--- config.mk ---
export PLATFORM = sky130hd
export DESIGN_NAME = hex_color_literal_scanner_flat
export DESIGN_NICKNAME = d
export VERILOG_FILES = /design/src/rtl/hclit_pkg.sv /design/src/rtl/hclit_text_if.sv /design/src/rtl/hclit_color_if.sv /design/src/rtl/hclit_in_stage.sv /design/src/rtl/hclit_core.sv /design/src/rtl/hclit_out_stage.sv /design/src/rtl/hex_color_literal_scanner.sv /design/src/flat_wrapper.sv
export SDC_FILE = /design/constraint.sdc
export NUM_CORES = 1
export LEC_CHECK = 0
export BUFFER_PORTS_ARGS = -buffer_cell sky130_fd_sc_hd__buf_2
export CAP_MARGIN = 20
export CORE_ASPECT_RATIO = 0.9
export CORE_MARGIN = 1
export CORE_UTILIZATION = 55
export CTS_CLUSTER_DIAMETER = 80
export DETAILED_ROUTE_END_ITERATION = 10
export HOLD_SLACK_MARGIN = 0.12
export PLACE_DENSITY_LB_ADDON = 0.1
export SETUP_SLACK_MARGIN = 0.4
export SLEW_MARGIN = 5
export SYNTH_ARGS = -nofsm -noshare
export SYNTH_HDL_FRONTEND = slang
export SYNTH_SLANG_ARGS = --single-unit
export TNS_END_PERCENT = 5
--- constraint.sdc ---
create_clock -name clk -period 11.5 [get_ports clk]
set_clock_uncertainty 0.15 [all_clocks]
set_input_delay 1.15 -clock clk [delete_from_list [all_inputs] [get_ports clk]]
set_output_delay 1.15 -clock clk [all_outputs]
set_load 0.05 [all_outputs]
--- src/rtl/hclit_pkg.sv ---
// hclit_pkg: shared widths, character codes, scanner types and result struct
// for the hex color literal scanner; no dependencies
package hclit_pkg;

    localparam int LINE_BITS   = 20;
    localparam int COLUMN_BITS = 16;

    localparam logic [7:0] CHAR_LF     = 8'h0A;
    localparam logic [7:0] CHAR_DQUOTE = 8'h22;
    localparam logic [7:0] CHAR_HASH   = 8'h23;
    localparam logic [7:0] CHAR_SQUOTE = 8'h27;
    localparam logic [7:0] CHAR_STAR   = 8'h2A;
    localparam logic [7:0] CHAR_SLASH  = 8'h2F;
    localparam logic [7:0] CHAR_BSLASH = 8'h5C;
    localparam logic [7:0] CHAR_BQUOTE = 8'h60;

    localparam logic [3:0] DIGITS_NONE  = 4'd15;
    localparam logic [3:0] DIGITS_SHORT = 4'd6;
    localparam logic [3:0] DIGITS_LONG  = 4'd8;

    localparam logic [7:0] ALPHA_OPAQUE = 8'hFF;

    // scanning mode, one-hot
    typedef enum logic [2:0] {
        MODE_CODE  = 3'b001,
        MODE_LINE  = 3'b010,
        MODE_BLOCK = 3'b100
    } mode_t;

    typedef enum logic [1:0] {
        QUOTE_NONE   = 2'd0,
        QUOTE_DOUBLE = 2'd1,
        QUOTE_SINGLE = 2'd2,
        QUOTE_BACK   = 2'd3
    } quote_t;

    typedef struct packed {
        mode_t                  mode;
        quote_t                 quote;
        logic                   esc;
        logic [7:0]             held_byte;
        logic                   held_valid;
        logic [LINE_BITS-1:0]   line;
        logic [COLUMN_BITS-1:0] col;
        logic [3:0]             digits;
        logic [COLUMN_BITS-1:0] start;
        logic [31:0]            value;
    } scan_state_t;

    typedef struct packed {
        logic [LINE_BITS-1:0]   found_line;
        logic [COLUMN_BITS-1:0] start_column;
        logic [COLUMN_BITS-1:0] end_column;
        logic [7:0]             red_byte;
        logic [7:0]             green_byte;
        logic [7:0]             blue_byte;
        logic [7:0]             alpha_byte;
        logic                   has_alpha;
    } color_result_t;

endpackage

--- src/rtl/hclit_text_if.sv ---
// hclit_text_if: valid/ready channel carrying one text byte and its last flag
// depends on hclit_pkg only by convention (no types needed)
interface hclit_text_if;
    logic       valid;
    logic       ready;
    logic [7:0] text_byte;
    logic       end_of_text;

    modport source (output valid, output text_byte, output end_of_text, input ready);
    modport sink   (input valid, input text_byte, input end_of_text, output ready);
endinterface

--- src/rtl/hclit_color_if.sv ---
// hclit_color_if: valid/ready channel carrying one found color literal
// depends on hclit_pkg for the line and column widths
interface hclit_color_if;
    import hclit_pkg::*;

    logic                   valid;
    logic                   ready;
    logic [LINE_BITS-1:0]   found_line;
    logic [COLUMN_BITS-1:0] start_column;
    logic [COLUMN_BITS-1:0] end_column;
    logic [7:0]             red_byte;
    logic [7:0]             green_byte;
    logic [7:0]             blue_byte;
    logic [7:0]             alpha_byte;
    logic                   has_alpha;

    modport source (
        output valid, output found_line, output start_column, output end_column,
        output red_byte, output green_byte, output blue_byte, output alpha_byte,
        output has_alpha, input ready
    );
    modport sink (
        input valid, input found_line, input start_column, input end_column,
        input red_byte, input green_byte, input blue_byte, input alpha_byte,
        input has_alpha, output ready
    );
endinterface

--- src/rtl/hclit_in_stage.sv ---
// hclit_in_stage: input register for the text channel
// depends on hclit_text_if
module hclit_in_stage (
    input  logic         clk,
    input  logic         rst_n,
    hclit_text_if.sink   text,
    input  logic         take,
    output logic         item_valid,
    output logic [7:0]   item_byte,
    output logic         item_last
);
    logic       valid_reg;
    logic       valid_next;
    logic [7:0] byte_reg;
    logic       last_reg;
    logic       accept;

    assign text.ready = !valid_reg || take;
    assign accept     = text.valid && text.ready;

    always_comb
    begin
        valid_next = valid_reg;
        if (accept)
        begin
            valid_next = 1'b1;
        end
        else if (take)
        begin
            valid_next = 1'b0;
        end
    end

    always_ff @(posedge clk or negedge rst_n)
    begin
        if (!rst_n)
        begin
            valid_reg <= 1'b0;
        end
        else
        begin
            valid_reg <= valid_next;
        end
    end

    always_ff @(posedge clk)
    begin
        if (accept)
        begin
            byte_reg <= text.text_byte;
            last_reg <= text.end_of_text;
        end
    end

    assign item_valid = valid_reg;
    assign item_byte  = byte_reg;
    assign item_last  = last_reg;
endmodule

--- src/rtl/hclit_core.sv ---
// hclit_core: scanner state registers and the per-byte update logic
// depends on hclit_pkg
module hclit_core (
    input  logic                    clk,
    input  logic                    rst_n,
    input  logic                    step,
    input  logic [7:0]              item_byte,
    input  logic                    item_last,
    output logic                    hit,
    output hclit_pkg::color_result_t result
);
    import hclit_pkg::*;

    localparam scan_state_t STATE_RESET = '{
        mode:       MODE_CODE,
        quote:      QUOTE_NONE,
        esc:        1'b0,
        held_byte:  8'h00,
        held_valid: 1'b0,
        line:       '0,
        col:        '0,
        digits:     DIGITS_NONE,
        start:      '0,
        value:      32'h0
    };

    // {is hex, digit value}
    function automatic logic [4:0] hex_value(input logic [7:0] ch);
        logic [4:0] r;
        r = 5'd0;
        if (ch >= 8'h30 && ch <= 8'h39)
        begin
            r = {1'b1, ch[3:0]};
        end
        else if ((ch >= 8'h61 && ch <= 8'h66) || (ch >= 8'h41 && ch <= 8'h46))
        begin
            r = {1'b1, 4'(ch[3:0] + 4'd9)};
        end
        return r;
    endfunction

    function automatic color_result_t make_result(
        input logic [LINE_BITS-1:0]   line,
        input logic [COLUMN_BITS-1:0] start,
        input logic [3:0]             digits,
        input logic [31:0]            value
    );
        color_result_t        r;
        logic [COLUMN_BITS:0] end_sum;
        end_sum = {1'b0, start} + (COLUMN_BITS + 1)'(digits) + (COLUMN_BITS + 1)'(1);
        r.found_line   = line;
        r.start_column = start;
        r.end_column   = end_sum[COLUMN_BITS] ? '1 : end_sum[COLUMN_BITS-1:0];
        if (digits == DIGITS_LONG)
        begin
            r.red_byte   = value[31:24];
            r.green_byte = value[23:16];
            r.blue_byte  = value[15:8];
            r.alpha_byte = value[7:0];
            r.has_alpha  = 1'b1;
        end
        else
        begin
            r.red_byte   = value[23:16];
            r.green_byte = value[15:8];
            r.blue_byte  = value[7:0];
            r.alpha_byte = ALPHA_OPAQUE;
            r.has_alpha  = 1'b0;
        end
        return r;
    endfunction

    scan_state_t state_reg;
    scan_state_t state_next;
    scan_state_t s;
    logic [4:0]  hex;
    logic        done;
    logic [7:0]  close_char;

    always_comb
    begin
        s          = state_reg;
        hex        = hex_value(item_byte);
        done       = 1'b0;
        hit        = 1'b0;
        result     = make_result(state_reg.line, state_reg.start, state_reg.digits,
                                 state_reg.value);
        unique case (state_reg.quote)
            QUOTE_DOUBLE: close_char = CHAR_DQUOTE;
            QUOTE_SINGLE: close_char = CHAR_SQUOTE;
            QUOTE_BACK:   close_char = CHAR_BQUOTE;
            default:      close_char = CHAR_BQUOTE;
        endcase

        unique case (state_reg.mode)
            MODE_LINE:
            begin
                s.held_valid = 1'b0;
                if (item_byte == CHAR_LF)
                begin
                    s.mode = MODE_CODE;
                end
            end
            MODE_BLOCK:
            begin
                if (state_reg.held_valid && state_reg.held_byte == CHAR_STAR
                    && item_byte == CHAR_SLASH)
                begin
                    s.mode       = MODE_CODE;
                    s.held_valid = 1'b0;
                end
                else
                begin
                    s.held_valid = (item_byte == CHAR_STAR);
                end
            end
            default:
            begin
                // comment openers
                if (state_reg.held_valid && state_reg.held_byte == CHAR_SLASH)
                begin
                    s.held_valid = 1'b0;
                    if (item_byte == CHAR_SLASH)
                    begin
                        s.mode = MODE_LINE;
                        done   = 1'b1;
                    end
                    else if (item_byte == CHAR_STAR)
                    begin
                        s.mode       = MODE_BLOCK;
                        s.held_valid = 1'b1;
                        done         = 1'b1;
                    end
                end
                // pending candidate: extend, report or drop
                if (!done && state_reg.digits != DIGITS_NONE)
                begin
                    if (hex[4] && state_reg.digits < DIGITS_LONG)
                    begin
                        s.digits     = state_reg.digits + 4'd1;
                        s.value      = {state_reg.value[27:0], hex[3:0]};
                        s.held_valid = 1'b0;
                        done         = 1'b1;
                    end
                    else
                    begin
                        if (!hex[4] && (state_reg.digits == DIGITS_SHORT
                                        || state_reg.digits == DIGITS_LONG))
                        begin
                            hit = 1'b1;
                        end
                        else
                        begin
                            s.esc = 1'b0;
                        end
                        s.digits = DIGITS_NONE;
                    end
                end
                // ordinary byte
                if (!done)
                begin
                    s.held_valid = 1'b0;
                    if (item_byte == CHAR_HASH)
                    begin
                        s.digits = 4'd0;
                        s.value  = 32'h0;
                        s.start  = state_reg.col;
                    end
                    else if (state_reg.quote != QUOTE_NONE)
                    begin
                        if (s.esc)
                        begin
                            s.esc = 1'b0;
                        end
                        else if (item_byte == CHAR_BSLASH)
                        begin
                            s.esc = 1'b1;
                        end
                        else if (item_byte == close_char)
                        begin
                            s.quote = QUOTE_NONE;
                        end
                    end
                    else if (item_byte == CHAR_SLASH)
                    begin
                        s.held_valid = 1'b1;
                    end
                    else if (item_byte == CHAR_DQUOTE)
                    begin
                        s.quote = QUOTE_DOUBLE;
                    end
                    else if (item_byte == CHAR_SQUOTE)
                    begin
                        s.quote = QUOTE_SINGLE;
                    end
                    else if (item_byte == CHAR_BQUOTE)
                    begin
                        s.quote = QUOTE_BACK;
                    end
                end
            end
        endcase

        // every byte moves the position, saturating
        if (item_byte == CHAR_LF)
        begin
            if (state_reg.line != '1)
            begin
                s.line = state_reg.line + LINE_BITS'(1);
            end
            s.col = '0;
        end
        else if (state_reg.col != '1)
        begin
            s.col = state_reg.col + COLUMN_BITS'(1);
        end
        s.held_byte = item_byte;

        // end of document: flush a complete candidate, then start over
        state_next = s;
        if (item_last)
        begin
            if (!hit && s.mode == MODE_CODE
                && (s.digits == DIGITS_SHORT || s.digits == DIGITS_LONG))
            begin
                hit    = 1'b1;
                result = make_result(s.line, s.start, s.digits, s.value);
            end
            state_next = STATE_RESET;
        end
    end

    always_ff @(posedge clk or negedge rst_n)
    begin
        if (!rst_n)
        begin
            state_reg <= STATE_RESET;
        end
        else if (step)
        begin
            state_reg <= state_next;
        end
    end
endmodule

--- src/rtl/hclit_out_stage.sv ---
// hclit_out_stage: result register driving the color channel
// depends on hclit_pkg and hclit_color_if
module hclit_out_stage (
    input  logic                     clk,
    input  logic                     rst_n,
    input  logic                     load,
    input  logic                     hit,
    input  hclit_pkg::color_result_t result,
    output logic                     free,
    hclit_color_if.source            color
);
    import hclit_pkg::*;

    logic          valid_reg;
    logic          valid_next;
    color_result_t result_reg;

    assign free = !valid_reg || color.ready;

    always_comb
    begin
        valid_next = valid_reg;
        if (load)
        begin
            valid_next = hit;
        end
        else if (color.ready)
        begin
            valid_next = 1'b0;
        end
    end

    always_ff @(posedge clk or negedge rst_n)
    begin
        if (!rst_n)
        begin
            valid_reg <= 1'b0;
        end
        else
        begin
            valid_reg <= valid_next;
        end
    end

    always_ff @(posedge clk)
    begin
        if (load && hit)
        begin
            result_reg <= result;
        end
    end

    assign color.valid        = valid_reg;
    assign color.found_line   = result_reg.found_line;
    assign color.start_column = result_reg.start_column;
    assign color.end_column   = result_reg.end_column;
    assign color.red_byte     = result_reg.red_byte;
    assign color.green_byte   = result_reg.green_byte;
    assign color.blue_byte    = result_reg.blue_byte;
    assign color.alpha_byte   = result_reg.alpha_byte;
    assign color.has_alpha    = result_reg.has_alpha;
endmodule

--- src/rtl/hex_color_literal_scanner.sv ---
// hex_color_literal_scanner: top level of the hex color literal scanner
// depends on hclit_pkg, hclit_text_if, hclit_color_if, hclit_in_stage,
// hclit_core and hclit_out_stage
//
// usage
//   text  : sink channel, one document byte per transfer plus end_of_text,
//           which marks the final byte of a document
//   color : source channel, one transfer per '#' literal with exactly six
//           or eight hex digits found in code or inside a string (never in
//           a comment): line, start/end column and the four color bytes
//   a literal is reported on the byte right after its last digit, or on
//   the final byte of the document; after the final byte all scanner state
//   returns to reset, so the next byte begins a new document
//   path: the byte that completes a result passes the input register, then
//   the result register, which holds the result while it is valid on color
//   throughput: one byte per cycle while color is not held off; the
//   per-byte state update is a single pass of logic between the input
//   register and the result register
//   stall: while color is held off, one finished result waits in the result
//   register and one byte waits in the input register; text.ready drops
//   only when both are occupied
//   reset: rst_n is asynchronous, active low; it empties both registers
//   and puts the scanner in code mode at line 0, column 0
module hex_color_literal_scanner (
    input  logic          clk,
    input  logic          rst_n,
    hclit_text_if.sink    text,
    hclit_color_if.source color
);
    import hclit_pkg::*;

    logic          item_valid;
    logic [7:0]    item_byte;
    logic          item_last;
    logic          free;
    logic          step;
    logic          hit;
    color_result_t result;

    // a byte is processed when the result register can take its outcome
    assign step = item_valid && free;

    hclit_in_stage u_in_stage (
        .clk        (clk),
        .rst_n      (rst_n),
        .text       (text),
        .take       (step),
        .item_valid (item_valid),
        .item_byte  (item_byte),
        .item_last  (item_last)
    );

    hclit_core u_core (
        .clk       (clk),
        .rst_n     (rst_n),
        .step      (step),
        .item_byte (item_byte),
        .item_last (item_last),
        .hit       (hit),
        .result    (result)
    );

    hclit_out_stage u_out_stage (
        .clk    (clk),
        .rst_n  (rst_n),
        .load   (step),
        .hit    (hit),
        .result (result),
        .free   (free),
        .color  (color)
    );
endmodule
--- src/flat_wrapper.sv ---
// flat-port wrapper written by rule: the top's interface ports become plain ports
module hex_color_literal_scanner_flat import hclit_pkg::*;
  (clk, rst_n, text_valid, text_text_byte, text_end_of_text, text_ready, color_valid, color_found_line, color_start_column, color_end_column, color_red_byte, color_green_byte, color_blue_byte, color_alpha_byte, color_has_alpha, color_ready);
  hclit_text_if text_i ();
  hclit_color_if color_i ();
  input  logic clk;
  input  logic rst_n;
  input wire logic [$bits(text_i.valid)-1:0] text_valid;
  input wire logic [$bits(text_i.text_byte)-1:0] text_text_byte;
  input wire logic [$bits(text_i.end_of_text)-1:0] text_end_of_text;
  output wire logic [$bits(text_i.ready)-1:0] text_ready;
  output wire logic [$bits(color_i.valid)-1:0] color_valid;
  output wire logic [$bits(color_i.found_line)-1:0] color_found_line;
  output wire logic [$bits(color_i.start_column)-1:0] color_start_column;
  output wire logic [$bits(color_i.end_column)-1:0] color_end_column;
  output wire logic [$bits(color_i.red_byte)-1:0] color_red_byte;
  output wire logic [$bits(color_i.green_byte)-1:0] color_green_byte;
  output wire logic [$bits(color_i.blue_byte)-1:0] color_blue_byte;
  output wire logic [$bits(color_i.alpha_byte)-1:0] color_alpha_byte;
  output wire logic [$bits(color_i.has_alpha)-1:0] color_has_alpha;
  input wire logic [$bits(color_i.ready)-1:0] color_ready;
  assign text_i.valid = text_valid;
  assign text_i.text_byte = text_text_byte;
  assign text_i.end_of_text = text_end_of_text;
  assign text_ready = text_i.ready;
  assign color_valid = color_i.valid;
  assign color_found_line = color_i.found_line;
  assign color_start_column = color_i.start_column;
  assign color_end_column = color_i.end_column;
  assign color_red_byte = color_i.red_byte;
  assign color_green_byte = color_i.green_byte;
  assign color_blue_byte = color_i.blue_byte;
  assign color_alpha_byte = color_i.alpha_byte;
  assign color_has_alpha = color_i.has_alpha;
  assign color_i.ready = color_ready;
  hex_color_literal_scanner u_core (.clk(clk), .rst_n(rst_n), .text(text_i), .color(color_i));
endmodule
==> results.py, run 1 <==
metrics = {
    "outcome": {
        "status": "finished clean",
    },
    "cts": {
        "cts_setup_buffers": 0,
        "path_clk_slew_ns": 0.08,
        "cts_resized": 0,
        "numCtsBuffers": 17,
        "ctsLongestPathBuffers": 2,
        "cts-root-buf": "clkbuf_16",
        "cts_hold_buf": 0,
        "cts_tree": "yes",
        "htree_num_levels": 4,
        "cts_num_sinks": 199,
        "clkLatencyLatePin_ns": 0.44,
    },
    "power_and_ir_drop": {
        "pwr-share-comb_pct": 5.7,
        "pwr_density_cell_mw_per_mm2": 116,
        "sw_frac_of_total_pct": 24.8,
        "intPower_mw": 1.09,
        "clock_power_share_pct": 41.6,
        "power.switching_mw": 0.360,
        "leakage_nw": 5.24,
        "ir_worst_vdd_mv": 0.103,
        "pwr-share-seq_pct": 52.8,
    },
    "logic_synthesis": {
        "synth_top_area_cell": "edfxtp_1",
        "synth.avg_cell_area_sq_um": 9.81,
        "syn_area_sq_mm": 0.0113,
        "syn_inst": 1157,
        "netlist_top_cells_area": "edfxtp_1 25%, dfrtp_1 22%, o21ai_0 4.6%, mux2i_1 4.4%, nand2_1 4.3%",
        "async_flop_share_pct": 52.8,
        "yosysWarningCount": 0,
        "ys_ff_latch": 199,
        "ys_seq_area_share_pct": 48.1,
        "synthesis.nets": 1191,
        "synth_edf_count": 94,
        "synth_cell_types": 77,
        "synth.top_cell.area_share_pct": 24.9,
        "synthFlopType": "dfrtp_1",
    },
    "sta": {
        "max_freq_mhz": 196,
        "final_max_slew_viol_count": 0,
        "setup_viol": 0,
        "min_period_ns": 5.11,
        "fin_crit_sh_pct": 44.4,
        "setup_tns_ns": 0,
        "hold_violations": 0,
        "relSlewSlack_pct": 39.9,
        "rsz0062_at_grt": "false",
        "tightest_slew_ns": 0.902,
    },
    "worst_hold_path": {
        "hold_path_class": "reg2reg",
    },
    "drt": {
        "wl_per_cell_microns": 18.7,
        "via_count": 8914,
        "drt_iter0_drc": 831,
        "routed_wl_microns": 27200,
        "dr.pass1.iters": 5,
        "drtAntennaViolNets": 0,
        "drcViolationCount": 0,
        "viasPerCell": 6.13,
    },
    "grt": {
        "antenna_found_initial": 0,
        "grt_max_degree": 67,
        "groute.usage.overall_pct": 26.4,
        "grt_pass1_vias": 8064,
        "grt-ovfl-total": 0,
        "grt_first_pass_wirelength_microns": 44300,
    },
    "die": {
        "core_sq_mm": 0.0201,
        "rows": 49,
        "boundaryPins": 100,
        "die-area_sq_mm": 0.0212,
        "initial_core_util_pct": 56.4,
        "die_w_microns": 153,
        "fp.dieH_microns": 138,
    },
    "final_layout": {
        "nFillCells": 1719,
        "mostFrequentLayoutCells": "130 x nand2_1, 104 x o21ai_0, 100 x dfrtp_1",
        "largest_register_ff_count": 103,
        "diodes": 0,
        "drive_gt1_share_pct": 15.9,
        "syn_to_final_growth_pct": 9.84,
        "stdcell_count": 1455,
        "layout_commonest_cell": "nand2_1",
        "num-nets-final": 1221,
    },
    "setup_path": {
        "critPathKind": "reg2reg",
        "cp-start-kind": "flop",
        "required_ns": 11.42,
        "worstPathArrival_ns": 5.03,
        "cp-end-kind": "flop",
        "worstPathMaxFanout": 65,
    },
    "placed_design": {
        "port_buffers": 99,
        "dpl.hpwl_microns": 17600,
        "gp_congestion": 0.906,
        "dp_cells": 1423,
    },
    "flow_run": {
        "drv_cap": 0,
    },
}
final cells by class:
class	count	area [sq um]	share of cell area, %
multi-input cells	836	5420	43.5
flip-flops and latches	199	5460	43.8
repair buffers	112	596	4.78
inverters	21	78.8	0.633
clock buffers	18	429	3.44
well taps	255	319	2.56
clock inverters	14	165	1.33
stage by stage:
stage	power, mW	setup WS, ns	hold WS [ns]	area, sq um	utilization [%]
2_1_floorplan	0.830	4.83	0.280	11300	-
3_3_place_gp	0.862	6.55	0.306	11900	59.0
3_5_place_dp	0.861	6.44	0.309	11900	59.0
4_1_cts	1.46	6.39	0.326	12500	62.0
5_1_grt	1.50	6.01	0.339	12500	62.0
6_report	1.45	6.39	0.331	12500	62.0
path summary, 6_finish.rpt:
kind / startpoint / endpoint / slack [ns] / cells past startpoint
max: u_core.u_in_stage.item_byte[0]$_DFFE_PP_ / u_core.u_out_stage.color.start_column[14]$_DFFE_PP_ / 6.39 / 13
max in group asynchronous: rst_n / u_core.u_core.state_reg[11]$_DFFE_PN0P_ / 9.36 / 2
min: u_core.u_core.state_reg[94]$_DFFE_PN0P_ / u_core.u_core.state_reg[94]$_DFFE_PN0P_ / 0.33 / 2
min reg2reg: u_core.u_core.state_reg[94]$_DFFE_PN0P_ / u_core.u_core.state_reg[94]$_DFFE_PN0P_ / 0.33 / 2
max reg2reg: u_core.u_in_stage.item_byte[0]$_DFFE_PP_ / u_core.u_out_stage.color.start_column[14]$_DFFE_PP_ / 6.39 / 13
min in group asynchronous: rst_n / u_core.u_in_stage.item_valid$_DFFE_PN0P_ / 0.53 / 1
critical path, cell delays in order (launching register included):
cell	delay [ns]
edfxtp_1	0.53
inv_1	0.14
ha_1	0.24
o21ba_2	0.21
o21ai_1	0.34
o22ai_2	0.12
buf_4	0.29
and3_1	0.25
nor3_2	0.39
and3_1	0.31
o21a_2	0.31
nor2_1	0.11
nor2_4	0.52
buf_4	0.73
cell usage after synthesis, types with 8 or more instances:
library cell	count
a21oi_1	54
a22o_1	35
a22oi_1	57
a31oi_1	10
and3_1	26
buf_1	9
buf_2	10
clkbuf_1	73
dfrtp_1	100
edfxtp_1	94
ha_1	19
inv_1	20
mux2_2	12
mux2i_1	50
nand2_1	130
nand2b_1	12
nand3_1	28
nand3b_1	8
nand4_1	13
nor2_1	87
nor2b_1	8
nor3_1	27
o21ai_0	104
o31ai_1	8
xnor2_1	17
xor2_1	29
power groups by stage:
| stage | Clock [mW] | Sequential, mW | Combinational (mW) |
|---|---|---|---|
| finish | 0.602 | 0.764 | 0.0822 |
| global placement | 0 | 0.778 | 0.0832 |
| CTS | 0.613 | 0.764 | 0.0830 |
| detailed placement | 0 | 0.779 | 0.0824 |
| global route | 0.643 | 0.766 | 0.0924 |
| floorplan | 0 | 0.773 | 0.0567 |
metal layers:
metal / vias to the layer above / global-route usage, % / wire length, microns
met5: - / 0 / 0
met4: 0 / 6.63 / 212
met3: 19 / 3.61 / 1740
met2: 295 / 38.0 / 11700
met1: 4301 / 41.8 / 13500
li1: 4299 / - / -
logic make-up after synthesis:
| group | share of synthesized area, % |
|---|---|
| AO/OA/AOI/OAI | 18.9 |
| AND/OR/NAND/NOR | 16.7 |
| buffers and inverters | 4.64 |
| XOR/XNOR | 3.55 |
| adder cells (fa/ha/maj) | 2.45 |
| multiplexers | 5.60 |
| flip-flops | 48.1 |
Power figures use the tool's default switching activity.
==> run 2, diff against run 1 <==
clock period = 4.9 ns   (was 11.5 ns; I/O delays follow)
==> run 2 against run 1 <==
Effect of this change: via count rose by 2.6%; first-iteration DRC count rose by 14%; core utilization rose by 1.0 points; final cell count rose by 1.4%; non-clock buffer count rose by 19; count of clock-buffer cells in the layout did not move; sequential power rose by 130%; wire length rose by 3.8%; combinational power rose by 150%; fmax rose by 15%; power rose by 140%; register-to-register slack got worse by 5.9 ns; critical path type unchanged.
==> results.py, run 2 (synthesis results as in run 1) <==
metrics = {
    "cts": {
        "numCtsBuffers": 17,
        "cts_num_sinks": 199,
        "cts-root-buf": "clkbuf_16",
        "path_clk_slew_ns": 0.08,
        "cts_tree": "yes",
        "htree_num_levels": 4,
        "ctsLongestPathBuffers": 2,
        "clkLatencyLatePin_ns": 0.44,
    },
    "setup_path": {
        "r2r-end": "u_core.u_out_stage.color.red_byte[0]$_DFFE_PP_",
        "worstPathArrival_ns": 4.39,
        "reg2reg_slack_ns": 0.46,
        "worstSetupEndpoint": "u_core.u_out_stage.color.red_byte[0]$_DFFE_PP_",
        "worstPathMaxFanout": 26,
        "critPathLaunch": "u_core.u_in_stage.item_byte[7]$_DFFE_PP_",
        "cp-start-kind": "flop",
        "required_ns": 4.85,
        "r2r-start": "u_core.u_in_stage.item_byte[7]$_DFFE_PP_",
        "cp-end-kind": "flop",
        "critPathKind": "reg2reg",
        "reg2reg_depth": 10,
    },
    "sta": {
        "setup_viol": 0,
        "tightest_slew_ns": 0.993,
        "max_freq_mhz": 225,
        "hold_violations": 0,
        "fin_crit_sh_pct": 90.6,
        "final_max_slew_viol_count": 0,
        "setup_tns_ns": 0,
        "rsz0062_at_grt": "true",
        "relSlewSlack_pct": 33.8,
        "hold_ws_ns": 0.219,
        "min_period_ns": 4.44,
    },
    "die": {
        "boundaryPins": 100,
        "core_sq_mm": 0.0201,
        "die_w_microns": 153,
        "fp.dieH_microns": 138,
        "initial_core_util_pct": 56.4,
        "die-area_sq_mm": 0.0212,
        "rows": 49,
    },
    "drt": {
        "drcViolationCount": 0,
        "drt_iter0_drc": 945,
        "routed_wl_microns": 28200,
        "via_count": 9148,
        "wl_per_cell_microns": 19.1,
        "viasPerCell": 6.20,
        "drtAntennaViolNets": 0,
        "dr.pass1.iters": 7,
    },
    "placed_design": {
        "gp_congestion": 0.882,
        "dpl.hpwl_microns": 17800,
        "port_buffers": 99,
        "dp_cells": 1426,
        "postPlaceCellArea_sq_mm": 0.0119,
    },
    "worst_hold_path": {
        "hold_path_class": "in2reg",
    },
    "final_layout": {
        "diodes": 0,
        "final_area_sq_mm": 0.0127,
        "drive_gt1_share_pct": 16.6,
        "mostFrequentLayoutCells": "130 x nand2_1, 104 x o21ai_0, 100 x dfrtp_1",
        "nFillCells": 1671,
        "syn_to_final_growth_pct": 11.6,
        "stdcell_count": 1475,
        "largest_register_ff_count": 103,
        "num-nets-final": 1241,
        "layout_commonest_cell": "nand2_1",
    },
    "power_and_ir_drop": {
        "leakage_nw": 5.32,
        "ir_worst_vdd_mv": 0.190,
        "pwr_density_cell_mw_per_mm2": 270,
    },
    "grt": {
        "antenna_found_initial": 0,
        "grt_max_degree": 69,
        "grt-ovfl-total": 0,
        "grt_pass1_vias": 8312,
        "groute.usage.overall_pct": 26.5,
        "grt_first_pass_wirelength_microns": 44700,
    },
    "flow_run": {
        "drv_cap": 0,
    },
    "outcome": {
        "status": "finished clean",
    },
}
==> run 2: layer usage <==
metal	track usage, %	vias to the layer above	routed length, microns
met5	0	-	0
met4	6.95	0	334
met3	4.20	35	1720
met2	39.6	338	12500
met1	40.3	4428	13600
li1	-	4347	-
==> run 2: power breakdown <==
| group | leakage [nW] | switching (mW) | internal, mW |
|---|---|---|---|
| combinational | 2.73 | 0.131 | 0.0742 |
| sequential | 2.31 | 0.0316 | 1.76 |
| clock | 0.280 | 0.697 | 0.728 |
==> run 2: through the flow <==
stage	utilization [%]	power, mW	setup WS, ns
floorplan	-	1.95	0.640
global placement	59.2	2.02	0.438
detailed placement	59.2	2.02	0.355
CTS	62.7	3.44	0.343
global route	63.0	3.53	0.251
finish	63.0	3.42	0.459
==> run 2: worst max-delay path, cell delays in order, from the launching register on <==
cell and delay (ns):
edfxtp_1 0.55, or4b_4 0.61, or3_4 0.43, nor2_4 0.23, nor3_2 0.11, buf_4 0.15
nor3_1 0.78, o21a_2 0.43, nor2_1 0.12, nor2_4 0.13, buf_4 0.38
==> run 2: how the worst min path moves through the flow <==
stage / start / slack (ns) / to / depth (start not counted)
after global routing: color_ready / 0.25 / u_core.u_out_stage.color.valid$_DFFE_PN0P_ / 3
final: color_ready / 0.22 / u_core.u_out_stage.color.valid$_DFFE_PN0P_ / 3
after floorplan: rst_n / 0.04 / u_core.u_core.state_reg[0]$_DFFE_PN0P_ / 0
after detailed placement: u_core.u_core.state_reg[94]$_DFFE_PN0P_ / 0.31 / u_core.u_core.state_reg[94]$_DFFE_PN0P_ / 2
after global placement: u_core.u_core.state_reg[94]$_DFFE_PN0P_ / 0.30 / u_core.u_core.state_reg[94]$_DFFE_PN0P_ / 2
after CTS: color_ready / 0.21 / u_core.u_out_stage.color.valid$_DFFE_PN0P_ / 3
==> run 2: area by class of cell <==
cell class	count	area [sq um]	share of cell area [%]
Multi-Input combinational cell	837	5440	42.9
Sequential cell	199	5460	43.1
Inverter	21	78.8	0.622
Timing Repair Buffer	131	778	6.14
Clock buffer	18	429	3.39
Clock inverter	14	165	1.30
Tap cell	255	319	2.52
==> run 2: what timing repair did <==
item                                   CTS  global route
cloned                                   0             1
pin swaps                                0             3
buffers inserted                         0             5
endpoints found under the hold margin   61             0
setup endpoints to repair                2            42
hold buffers                            11             0
gates resized for setup                  1             2
==> run 3, diff against run 2 <==
CELL_PAD_IN_SITES_DETAIL_PLACEMENT = 1   (was unset)
CELL_PAD_IN_SITES_GLOBAL_PLACEMENT = 1   (was unset)
CORE_UTILIZATION = 48   (was 55)
SYNTH_HIERARCHICAL = 1   (was unset)
==> run 3 against run 2 <==
Effect of this change: the run now ends with DRC left; combinational power rose by 26%; die area rose by 16%; critical path depth rose by 7; area after synthesis rose by 1.8%; synthesized cell count fell by 2.2%; largest cell class is now multi-input gates; largest power group unchanged; highest routed layer unchanged.
==> results.py, run 3 <==
metrics = {
    "outcome": {
        "status": "finished, violations left",
        "violations": "DRC",
    },
    "placed_design": {
        "postPlaceCellArea_sq_mm": 0.0123,
        "dpl.hpwl_microns": 22200,
        "port_buffers": 99,
        "gp_congestion": 0.885,
        "dp_slack_ns": 0.564,
    },
    "drt": {
        "drcViolationCount": 18,
        "viasPerCell": 6.22,
        "drtAntennaViolNets": 0,
        "routed_wl_microns": 33000,
        "via_count": 9378,
        "wl_per_cell_microns": 21.9,
        "dr.pass1.iters": 8,
        "drt_iter0_drc": 801,
    },
    "logic_synthesis": {
        "synthesis.nets": 1166,
        "synthFlopType": "dfrtp_1",
        "synth_top_area_cell": "edfxtp_1",
        "yosysWarningCount": 6,
        "ys_ff_latch": 199,
        "async_flop_share_pct": 52.8,
        "synth_fa_ha_area_share_pct": 2.34,
        "synth_top_family_by_area": "compound AO/OA/AOI/OAI gates",
        "synth_simple_gate_area_share_pct": 13.5,
        "syn_area_sq_mm": 0.0115,
        "netlist_top_cells_area": "edfxtp_1 24%, dfrtp_1 22%, mux2i_1 6.2%, o2bb2ai_1 3.5%, a22o_1 2.8%",
        "synthMuxAreaShare_pct": 7.61,
        "yosysMostFrequentCell": "dfrtp_1",
        "synth_cell_types": 78,
        "synth_common_cells": "100 x dfrtp_1, 94 x edfxtp_1, 80 x clkbuf_1, 74 x nor2_1, 72 x mux2i_1",
        "synth.avg_cell_area_sq_um": 10.2,
        "ys_seq_area_share_pct": 47.3,
        "synth.top_cell.area_share_pct": 24.4,
        "synth_edf_count": 94,
        "synthXorXnorAreaFrac_pct": 3.87,
        "syn_inst": 1132,
        "synth_compound_gate_area_share_pct": 20.3,
    },
    "cts": {
        "cts_tree": "yes",
        "cts-root-buf": "clkbuf_16",
        "numCtsBuffers": 17,
        "clkLatencyLatePin_ns": 0.44,
        "ctsLongestPathBuffers": 2,
        "htree_num_levels": 4,
        "cts_num_sinks": 199,
        "path_clk_slew_ns": 0.08,
    },
    "setup_path": {
        "critPathLaunch": "u_core/u_in_stage/item_byte[6]$_DFFE_PP_",
        "worstPathArrival_ns": 4.38,
        "critPathKind": "reg2reg",
        "crit_chain": "buf_4 -> nor4bb_1 -> o21ai_0 -> buf_4 -> a21oi_1 -> buf_4 -> o21ai_4 -> a21oi_2 -> ha_1 -> inv_1 -> ha_1 -> nor3_1 -> o2bb2ai_1 -> a21oi_1 -> nor3_1 -> a22oi_1 -> mux2_2",
        "cpPeakStageDelay_ns": 0.48,
        "crit_slowest_cell": "edfxtp_1",
        "cp-start-kind": "flop",
        "worst_path_most_repeated_cell": "buf_4",
        "r2r-start": "u_core/u_in_stage/item_byte[6]$_DFFE_PP_",
        "cp-end-kind": "flop",
        "required_ns": 4.94,
        "worstPathMaxFanout": 11,
    },
    "grt": {
        "grt_max_degree": 59,
        "grt_pass1_vias": 9306,
        "grt_first_pass_wirelength_microns": 53000,
        "groute.usage.overall_pct": 27.8,
        "antenna_found_initial": 0,
        "grt-ovfl-total": 0,
    },
    "sta": {
        "fin_ws_ns": 0.559,
        "final_max_slew_viol_count": 0,
        "tightest_slew_ns": 0.855,
        "max_freq_mhz": 230,
        "hold_violations": 0,
        "relSlewSlack_pct": 42.8,
        "setup_tns_ns": 0,
        "fin_crit_sh_pct": 88.6,
        "setup_viol": 0,
        "rsz0062_at_grt": "true",
        "min_period_ns": 4.34,
    },
    "die": {
        "initial_core_util_pct": 49.2,
        "die_w_microns": 165,
        "rows": 53,
        "die-area_sq_mm": 0.0247,
        "fp.dieH_microns": 149,
        "core_sq_mm": 0.0235,
        "boundaryPins": 100,
    },
    "flow_run": {
        "drv_cap": 0,
    },
    "final_layout": {
        "multiInputGateArea_sq_mm": 0.00557,
        "syn_to_final_growth_pct": 13.0,
        "final_area_sq_mm": 0.0130,
        "num-nets-final": 1226,
        "diodes": 0,
        "seq_area_sq_mm": 0.00546,
        "mostFrequentLayoutCells": "100 x dfrtp_1, 98 x buf_2, 94 x edfxtp_1",
        "nFillCells": 2615,
        "layout_commonest_cell": "dfrtp_1",
        "drive_gt1_share_pct": 17.7,
        "largest_register_ff_count": 103,
    },
    "power_and_ir_drop": {
        "ir_worst_vdd_mv": 0.186,
        "leakage_nw": 5.15,
        "pwr_density_cell_mw_per_mm2": 269,
    },
    "worst_hold_path": {
        "hold_start": "color_ready",
        "hold_path_class": "in2reg",
    },
}
run 3: changes by cell type in the layout (fill, tap and decap cells not counted), sizes merged, moves of 14 or more:
cell,before,now
a22oi,57,40
o2bb2ai,0,46
o21ai,110,28
xnor2,17,35
inv,26,53
nand2,132,68
nor2,88,74
mux2i,50,72
run 3: cell families after synthesis:
group,after synthesis
mux,86
fa+ha+maj,21
compound gates,321
buf+inv,144
flops,199
xor+xnor,51
simple gates,310
run 3: worst paths after layout:
check,endpoint,slack [ns],depth (start not counted)
worst min register to register,u_core/u_out_stage/color.start_column[15]$_DFFE_PP_,0.35,0
max in group asynchronous,u_core/u_core/state_reg[81]$_DFFE_PN0P_,3.34,3
worst max-delay path,u_core/u_out_stage/color.end_column[15]$_DFFE_PP_,0.56,17
worst min-delay path,u_core/u_out_stage/color.valid$_DFFE_PN0P_,0.17,3
worst max register to register,u_core/u_out_stage/color.end_column[15]$_DFFE_PP_,0.56,17
min in group asynchronous,u_core/u_core/state_reg[23]$_DFFE_PN0P_,0.25,2
run 3: critical path, delay by kind of cell, from the launching register on:
family | cells | cell delay, ns
flip-flops | 1 | 0.48
AO/OA/AOI/OAI | 7 | 1.24
AND/OR/NAND/NOR | 3 | 0.80
buffers and inverters | 4 | 0.71
adder cells (fa/ha/maj) | 2 | 0.41
multiplexers | 1 | 0.29
run 3: layout make-up:
cell class	instances	share of cell area (%)
inverters	44	1.27
well taps	302	2.90
clock inverters	14	1.31
flip-flops and latches	199	41.8
multi-input cells	789	42.7
repair buffers	141	6.73
clock buffers	18	3.29
run 3: repair_timing:
action,in CTS,in global routing
endpoints found under the hold margin,53,0
setup buffers,0,2
gates resized for setup,0,8
setup endpoints to repair,0,92
hold buffers,11,0
run 3: layer usage:
| layer | vias up | global-route usage [%] | share of wire (%) |
|---|---|---|---|
| met1 | 4783 | 41.4 | 48 |
| met5 | - | 0 | 0 |
| met3 | 20 | 3.34 | 4.4 |
| li1 | 4352 | - | - |
| met4 | 0 | 5.91 | 1.0 |
| met2 | 223 | 43.2 | 47 |
run 3: where the power goes:
part / internal (mW) / switching (mW)
sequential: 1.76 / 0.0272
combinational: 0.0898 / 0.169
clock: 0.738 / 0.727
run 3: metrics by stage:
| stage | power [mW] | hold slack (ns) | cells | utilization, % |
|---|---|---|---|---|
| 5_1_grt | 3.63 | 0.172 | 1507 | 55.6 |
| 2_1_floorplan | 1.98 | 0.0444 | 1132 | - |
| 4_1_cts | 3.55 | 0.164 | 1505 | 55.4 |
| 3_5_place_dp | 2.08 | 0.161 | 1462 | 52.4 |
| 3_3_place_gp | 2.07 | 0.159 | 1462 | 52.4 |
| 6_report | 3.51 | 0.174 | 1507 | 55.6 |
